**src/hsvrgb_pkg.sv**
```systemverilog
// Shared types and constants for the HSV to RGB pixel converter.
// Holds the input and output word structs, the fixed-point constants and the sector codes.
// No dependencies.
package hsvrgb_pkg;

    // Hue scale: sixteenths of a degree.
    localparam int HUE_W       = 13;
    localparam int FRAC_W      = 10;
    localparam int CHAN_W      = 8;
    localparam int BRIGHT_W    = 5;

    localparam int HUE_SECTOR  = 960;                    // 60 degrees
    localparam int HUE_FULL    = 6 * HUE_SECTOR;         // 360 degrees
    localparam int UNIT        = 255;                    // 1.0 in an 8-bit fraction
    localparam int SECTOR_UNIT = UNIT * HUE_SECTOR;      // 244800, divisor for q and t

    // Width of saturation times sector fraction, and of value times that.
    localparam int SF_W        = 18;
    localparam int QT_PROD_W   = SF_W + CHAN_W;          // 26

    // q and t divide by 255*960 = 64 * 3825: shift by 6, then reciprocal of 3825.
    localparam int QT_PRE_SHIFT = 6;
    localparam int QT_DIV_W     = QT_PROD_W - QT_PRE_SHIFT;  // 20
    localparam int QT_RECIP_W   = 21;
    localparam int QT_RECIP_SH  = 32;
    localparam logic [QT_RECIP_W-1:0] QT_RECIP = 21'd1122868;  // ceil(2^32 / 3825)

    // p divides a 16-bit product by 255 through a reciprocal.
    localparam int P_PROD_W    = 2 * CHAN_W;             // 16
    localparam int P_RECIP_W   = 17;
    localparam int P_RECIP_SH  = 24;
    localparam logic [P_RECIP_W-1:0] P_RECIP = 17'd65794;      // ceil(2^24 / 255)

    // Hue sectors of the six-sector method.
    typedef enum logic [2:0] {
        SECTOR_RED_YEL = 3'd0,
        SECTOR_YEL_GRN = 3'd1,
        SECTOR_GRN_CYN = 3'd2,
        SECTOR_CYN_BLU = 3'd3,
        SECTOR_BLU_MAG = 3'd4,
        SECTOR_MAG_RED = 3'd5
    } sector_t;

    // Input word: one HSV pixel.
    typedef struct packed {
        logic [HUE_W-1:0]    hue;
        logic [CHAN_W-1:0]   saturation;
        logic [CHAN_W-1:0]   value;
        logic [BRIGHT_W-1:0] brightness;
    } hsv_word_t;

    // Output word: one RGB pixel with the brightness code.
    typedef struct packed {
        logic [CHAN_W-1:0]   red;
        logic [CHAN_W-1:0]   green;
        logic [CHAN_W-1:0]   blue;
        logic [BRIGHT_W-1:0] brightness_out;
    } rgb_word_t;

endpackage

```
**src/hsv_to_rgb_pixel.sv**
```systemverilog
// HSV to RGB pixel converter, four-stage pipeline with valid bits per stage.
// Throughput: one word per cycle; each stage holds when the stage after it is full and stalled.
// Reset: rst_n clears all stage valid bits asynchronously; payload registers are not reset.
// Depends on hsvrgb_pkg.
module hsv_to_rgb_pixel (
    input  logic                  clk,
    input  logic                  rst_n,
    input  logic                  pixel_valid,
    output logic                  pixel_ready,
    input  hsvrgb_pkg::hsv_word_t pixel,
    output logic                  rgb_valid,
    input  logic                  rgb_ready,
    output hsvrgb_pkg::rgb_word_t rgb
);
    import hsvrgb_pkg::*;

    localparam logic [HUE_W-1:0]  HUE_FULL_C   = HUE_W'(HUE_FULL);
    localparam logic [FRAC_W-1:0] HUE_SECTOR_C = FRAC_W'(HUE_SECTOR);
    localparam logic [SF_W-1:0]   SECTOR_UNIT_C = SF_W'(SECTOR_UNIT);
    localparam logic [CHAN_W-1:0] UNIT_C       = CHAN_W'(UNIT);

    // Stage valid bits and advance enables.
    logic v1_reg, v2_reg, v3_reg, v4_reg;
    logic en1, en2, en3, en4;

    assign en4 = !v4_reg || rgb_ready;
    assign en3 = !v3_reg || en4;
    assign en2 = !v2_reg || en3;
    assign en1 = !v1_reg || en2;
    assign pixel_ready = en1;

    always_ff @(posedge clk or negedge rst_n)
    begin
        if (!rst_n)
        begin
            v1_reg <= 1'b0;
            v2_reg <= 1'b0;
            v3_reg <= 1'b0;
            v4_reg <= 1'b0;
        end
        else
        begin
            if (en1) v1_reg <= pixel_valid;
            if (en2) v2_reg <= v1_reg;
            if (en3) v3_reg <= v2_reg;
            if (en4) v4_reg <= v3_reg;
        end
    end

    // ---------------- Stage 1: sector, fraction and the p product ----------------
    logic [HUE_W-1:0]    hue_w;
    sector_t             sector_next;
    logic [HUE_W-1:0]    base_next;
    logic [HUE_W-1:0]    frac_full;
    logic [FRAC_W-1:0]   frac_next;
    logic [P_PROD_W-1:0] pn_next;

    sector_t             s1_sector_reg;
    logic [FRAC_W-1:0]   s1_frac_reg;
    logic [P_PROD_W-1:0] s1_pn_reg;
    logic [CHAN_W-1:0]   s1_sat_reg;
    logic [CHAN_W-1:0]   s1_val_reg;
    logic [BRIGHT_W-1:0] s1_bright_reg;

    // A hue of a full turn or more counts as zero.
    assign hue_w = (pixel.hue >= HUE_FULL_C) ? '0 : pixel.hue;

    // The sector comes from compares against the sector boundaries.
    always_comb
    begin
        priority if (hue_w >= HUE_W'(5 * HUE_SECTOR))
        begin
            sector_next = SECTOR_MAG_RED;
            base_next   = HUE_W'(5 * HUE_SECTOR);
        end
        else if (hue_w >= HUE_W'(4 * HUE_SECTOR))
        begin
            sector_next = SECTOR_BLU_MAG;
            base_next   = HUE_W'(4 * HUE_SECTOR);
        end
        else if (hue_w >= HUE_W'(3 * HUE_SECTOR))
        begin
            sector_next = SECTOR_CYN_BLU;
            base_next   = HUE_W'(3 * HUE_SECTOR);
        end
        else if (hue_w >= HUE_W'(2 * HUE_SECTOR))
        begin
            sector_next = SECTOR_GRN_CYN;
            base_next   = HUE_W'(2 * HUE_SECTOR);
        end
        else if (hue_w >= HUE_W'(HUE_SECTOR))
        begin
            sector_next = SECTOR_YEL_GRN;
            base_next   = HUE_W'(HUE_SECTOR);
        end
        else
        begin
            sector_next = SECTOR_RED_YEL;
            base_next   = '0;
        end
    end

    assign frac_full = hue_w - base_next;
    assign frac_next = frac_full[FRAC_W-1:0];

    // The p numerator is value times (1 - saturation).
    assign pn_next = P_PROD_W'(pixel.value) * P_PROD_W'(UNIT_C - pixel.saturation);

    always_ff @(posedge clk)
    begin
        if (en1)
        begin
            s1_sector_reg <= sector_next;
            s1_frac_reg   <= frac_next;
            s1_pn_reg     <= pn_next;
            s1_sat_reg    <= pixel.saturation;
            s1_val_reg    <= pixel.value;
            s1_bright_reg <= pixel.brightness;
        end
    end

    // ---------------- Stage 2: saturation times fraction, p divided by 255 ----------------
    logic [SF_W-1:0]                 sf_next;
    logic [SF_W-1:0]                 sg_next;
    logic [P_PROD_W+P_RECIP_W-1:0]   pm;
    logic [CHAN_W-1:0]               p_next;

    sector_t             s2_sector_reg;
    logic [SF_W-1:0]     s2_sf_reg;
    logic [SF_W-1:0]     s2_sg_reg;
    logic [CHAN_W-1:0]   s2_p_reg;
    logic [CHAN_W-1:0]   s2_val_reg;
    logic [BRIGHT_W-1:0] s2_bright_reg;

    assign sf_next = SF_W'(s1_sat_reg) * SF_W'(s1_frac_reg);
    assign sg_next = SF_W'(s1_sat_reg) * SF_W'(HUE_SECTOR_C - s1_frac_reg);

    // Multiply by the reciprocal of 255; exact for every 16-bit numerator in range.
    assign pm     = (P_PROD_W + P_RECIP_W)'(s1_pn_reg) * (P_PROD_W + P_RECIP_W)'(P_RECIP);
    assign p_next = pm[P_RECIP_SH +: CHAN_W];

    always_ff @(posedge clk)
    begin
        if (en2)
        begin
            s2_sector_reg <= s1_sector_reg;
            s2_sf_reg     <= sf_next;
            s2_sg_reg     <= sg_next;
            s2_p_reg      <= p_next;
            s2_val_reg    <= s1_val_reg;
            s2_bright_reg <= s1_bright_reg;
        end
    end

    // ---------------- Stage 3: value times the q and t numerators ----------------
    logic [SF_W-1:0]      nq, nt;
    logic [QT_PROD_W-1:0] xq, xt;

    sector_t              s3_sector_reg;
    logic [QT_DIV_W-1:0]  s3_yq_reg;
    logic [QT_DIV_W-1:0]  s3_yt_reg;
    logic [CHAN_W-1:0]    s3_p_reg;
    logic [CHAN_W-1:0]    s3_val_reg;
    logic [BRIGHT_W-1:0]  s3_bright_reg;

    assign nq = SECTOR_UNIT_C - s2_sf_reg;
    assign nt = SECTOR_UNIT_C - s2_sg_reg;
    assign xq = QT_PROD_W'(s2_val_reg) * QT_PROD_W'(nq);
    assign xt = QT_PROD_W'(s2_val_reg) * QT_PROD_W'(nt);

    // Dropping the low six bits divides by 64, the power-of-two part of 255*960.
    always_ff @(posedge clk)
    begin
        if (en3)
        begin
            s3_sector_reg <= s2_sector_reg;
            s3_yq_reg     <= xq[QT_PRE_SHIFT +: QT_DIV_W];
            s3_yt_reg     <= xt[QT_PRE_SHIFT +: QT_DIV_W];
            s3_p_reg      <= s2_p_reg;
            s3_val_reg    <= s2_val_reg;
            s3_bright_reg <= s2_bright_reg;
        end
    end

    // ---------------- Stage 4: divide by 3825 and pick channels by sector ----------------
    localparam int QT_MUL_W = QT_DIV_W + QT_RECIP_W;

    logic [QT_MUL_W-1:0] qm, tm;
    logic [CHAN_W-1:0]   q_val, t_val;
    rgb_word_t           rgb_next;
    rgb_word_t           rgb_reg;

    assign qm    = QT_MUL_W'(s3_yq_reg) * QT_MUL_W'(QT_RECIP);
    assign tm    = QT_MUL_W'(s3_yt_reg) * QT_MUL_W'(QT_RECIP);
    assign q_val = qm[QT_RECIP_SH +: CHAN_W];
    assign t_val = tm[QT_RECIP_SH +: CHAN_W];

    // Zero saturation makes p, q and t equal value, so grey needs no separate path.
    always_comb
    begin
        rgb_next.brightness_out = s3_bright_reg;
        unique case (s3_sector_reg)
            SECTOR_RED_YEL:
            begin
                rgb_next.red = s3_val_reg; rgb_next.green = t_val; rgb_next.blue = s3_p_reg;
            end
            SECTOR_YEL_GRN:
            begin
                rgb_next.red = q_val; rgb_next.green = s3_val_reg; rgb_next.blue = s3_p_reg;
            end
            SECTOR_GRN_CYN:
            begin
                rgb_next.red = s3_p_reg; rgb_next.green = s3_val_reg; rgb_next.blue = t_val;
            end
            SECTOR_CYN_BLU:
            begin
                rgb_next.red = s3_p_reg; rgb_next.green = q_val; rgb_next.blue = s3_val_reg;
            end
            SECTOR_BLU_MAG:
            begin
                rgb_next.red = t_val; rgb_next.green = s3_p_reg; rgb_next.blue = s3_val_reg;
            end
            default:
            begin
                rgb_next.red = s3_val_reg; rgb_next.green = s3_p_reg; rgb_next.blue = q_val;
            end
        endcase
    end

    always_ff @(posedge clk)
    begin
        if (en4)
        begin
            rgb_reg <= rgb_next;
        end
    end

    assign rgb_valid = v4_reg;
    assign rgb       = rgb_reg;

endmodule
```
**config.mk**
```make
export PLATFORM = sky130hd
export DESIGN_NAME = hsv_to_rgb_pixel
export DESIGN_NICKNAME = d
export VERILOG_FILES = /design/src/hsvrgb_pkg.sv /design/src/hsv_to_rgb_pixel.sv
export SDC_FILE = /design/constraint.sdc
export NUM_CORES = 2
export LEC_CHECK = 0
export ABC_AREA = 1
export CAP_MARGIN = 20
export CORE_MARGIN = 3
export CORE_UTILIZATION = 55
export CTS_CLUSTER_SIZE = 14
export DETAILED_ROUTE_END_ITERATION = 12
export DONT_BUFFER_PORTS = 1
export PLACE_DENSITY = 0.7
export SLEW_MARGIN = 10
export SYNTH_ARGS = -nofsm -noshare
export SYNTH_HDL_FRONTEND = slang
export SYNTH_SLANG_ARGS = --single-unit
```
**constraint.sdc**
```tcl
create_clock -name clk -period 7.3 [get_ports clk]
set_input_delay 0 -clock clk [delete_from_list [all_inputs] [get_ports clk]]
set_output_delay 0 -clock clk [all_outputs]
set_load 0.02 [all_outputs]
```
==> results.yml <==
setup_path:
  criticalPathCategory: "reg2reg"
  critPathMaxStageDelay_ps: 590
  reg2regPathDepth: 23
  crit_path_start_kind: "register"
  cp-end-kind: "register"
  crit_required_ps: 7590
  arrival_ps: 6350
  worstPathMaxFanout: 10
  cp_cell_sequence: "inv_1 > ha_1 > nor3b_2 > nand3_1 > nand2_1 > nand3_1 > nand3_1 > xor2_1 > nor2_1 > fa_1 > fa_1 > fa_1 > inv_1 > fa_1 > inv_1 > ha_1 > nand2_1 > nor4_1 > o21ai_0 > nand3_1 > nand2_1 > o311ai_0 > xor2_1"
  cp_slowest_cell: "xor2_1"
timing:
  slew_headroom: 0.364
  timing.final.ws_setup_ps: 1240
  period_share: 0.830
  fin_worst_skew_ps: 23.1
  rsz0062_at_grt: "false"
  tightest_slew_ps: 950
  fin_crit_ps: 6060
  report.final.slew_viol_count: 0
  finalSetupViolCount: 0
  fin_tns_setup_ps: 0
  hold_ws_ps: 42.1
  hold_viol_final: 0
  max_freq_mhz: 165
die:
  dieArea_um2: 68000
  num_rows: 92
  ios: 69
  die_h_um: 261
  core_um2: 63700
  die_x_um: 261
  start_util: 0.561
final_layout:
  synthToLayoutAreaGrowth_pct: 6.00
  largest_reg_flops: 29
  layout-drive-gt1-share: 0.0254
  final_common_cell: "inv_1"
  antenna_cells: 0
  fin_nets: 5264
  final_cell_count_no_fill: 5016
  most-common-layout-cells: "975 x inv_1, 629 x nand2_1, 597 x ha_1"
logic_synthesis:
  syn_area_um2: 35700
  synth_seq_area_share: 0.173
  ys_warn_count: 0
  async_flop_share: 0.0194
  syn_inst: 4129
  synth_ff_type: "edfxtp_1"
  synth_edf_count: 202
  syn_nets: 5239
  synthDistinctLibCells: 60
  avgSynthCellArea_um2: 8.64
  ys_seq_elements: 206
outcome:
  status: "finished, final reports clean"
placed_design:
  dpl.hpwl_um: 67500
  placed_cells: 4929
  pre_cts_ws_ps: 1250
  globalplace.congestion: 0.909
  port_buffers: 0
global_route:
  grt_overflow: 0
  antenna_found_initial: 3
  grt_max_degree: 66
  grt.total_usage: 0.247
  grt_pass1_vias: 27100
  grt_pass1_wl_um: 135000
drt:
  num_vias: 26300
  drc: 0
  ant_nets: 0
  first_pass_iters: 5
  drt-vias-per-instance: 5.24
  wl_per_cell_um: 16.1
  wirelength_um: 80800
  dr.first_iter.drc_count: 1668
min_path:
  min_path_cells: 4
  worstHoldPathType: "in2reg"
run:
  maxCapViolCount: 0
cts:
  cts_tree: "yes"
  cts_buffers: 23
  clk_path_buf_depth: 3
  cts-root-buf: "clkbuf_16"
  clock_sinks: 206
  cts_resized: 0
  clk_pin_slew_ps: 70
  htreeDepth: 1
  clk_latency_ps: 550
## per-stage QoR
stage	instance area, µm²	util
2_1_floorplan	35700	-
3_3_place_gp	36600	0.575
3_5_place_dp	36600	0.575
4_1_cts	37800	0.594
5_1_grt	37800	0.594
6_report	37800	0.594
## worst paths after layout
| check | start | endpoint | slack (ps) |
|---|---|---|---|
| max | s2_sf_reg[0] | s3_yt_reg[18] | 1240 |
| min | pixel[31] | s1_sector_reg[1] | 40 |
| max reg2reg | s2_sf_reg[0] | s3_yt_reg[18] | 1240 |
| min reg2reg | s1_val_reg[0] | s2_val_reg[0] | 410 |
| max in group asynchronous | rst_n | v1_reg | 6860 |
| min in group asynchronous | rst_n | v3_reg | 280 |
## logic make-up (layout without fill, tap and decap cells)
| family | count (synthesis) | in the layout | synth area share |
|---|---|---|---|
| AO/OA/AOI/OAI | 347 | 347 | 0.0545 |
| XOR/XNOR | 121 | 121 | 0.0309 |
| adder cells (fa/ha/maj) | 1072 | 1072 | 0.476 |
| buffers and inverters | 1042 | 1083 | 0.110 |
| flip-flops | 206 | 206 | 0.173 |
| AND/OR/NAND/NOR | 1341 | 1341 | 0.156 |
## synth_stat cells (3+ instances only)
cell | n | share of area
a21boi_0 | 3 | 0.00063
a21o_1 | 15 | 0.0032
a21oi_1 | 179 | 0.025
a22oi_1 | 12 | 0.0025
a31oi_1 | 9 | 0.0016
and2_1 | 3 | 0.00053
buf_2 | 6 | 0.00084
clkbuf_1 | 47 | 0.0049
dfrtp_1 | 4 | 0.0028
edfxtp_1 | 202 | 0.17
fa_1 | 475 | 0.27
ha_1 | 597 | 0.21
inv_1 | 977 | 0.10
inv_2 | 6 | 0.00063
nand2_1 | 630 | 0.066
nand2_2 | 3 | 0.00053
nand3_1 | 130 | 0.018
nand3_2 | 3 | 0.00084
nand3b_1 | 8 | 0.0017
nand4_1 | 33 | 0.0058
nor2_1 | 446 | 0.047
nor2_2 | 7 | 0.0012
nor3_1 | 30 | 0.0042
nor3_2 | 3 | 0.00084
nor4_1 | 15 | 0.0026
o211ai_1 | 6 | 0.0013
o21a_1 | 7 | 0.0015
o21ai_0 | 87 | 0.012
o21ai_1 | 4 | 0.00056
o21bai_1 | 9 | 0.0019
o31ai_1 | 3 | 0.00063
or2_1 | 3 | 0.00053
or2_2 | 18 | 0.0032
xnor2_1 | 49 | 0.012
xor2_1 | 68 | 0.017
## area by class of cell
cell class / instances / area (µm²)
clock buffers: 24 / 579
well taps: 846 / 1060
repair buffers: 57 / 561
multi-input cells: 2881 / 25600
inverters: 985 / 3700
clock inverters: 17 / 170
flip-flops and latches: 206 / 6170
fillers: 5605 / 25800
## worst max-delay path, delay by kind of cell, from the launching register on
kind | cells | cell delay [ps]
compound gates | 2 | 240
xor+xnor | 2 | 710
fa+ha+maj | 6 | 2510
buf+inv | 3 | 240
flops | 1 | 560
simple gates | 10 | 1570
## timing repair
action                    4_1_cts  5_1_grt
setup buffers                   0        0
hold buffers                   45        0
hold endpoints to repair       42        0
## per-layer routing
layer	global-route usage	share of wire
met5	0	0.00016
met4	0.0658	0.029
met3	0.0308	0.050
met1	0.332	0.45
met2	0.423	0.47
Power is left out: the tool's default activity adds up to more than one toggle a clock period on the data nets, which glitch-free logic cannot reach.
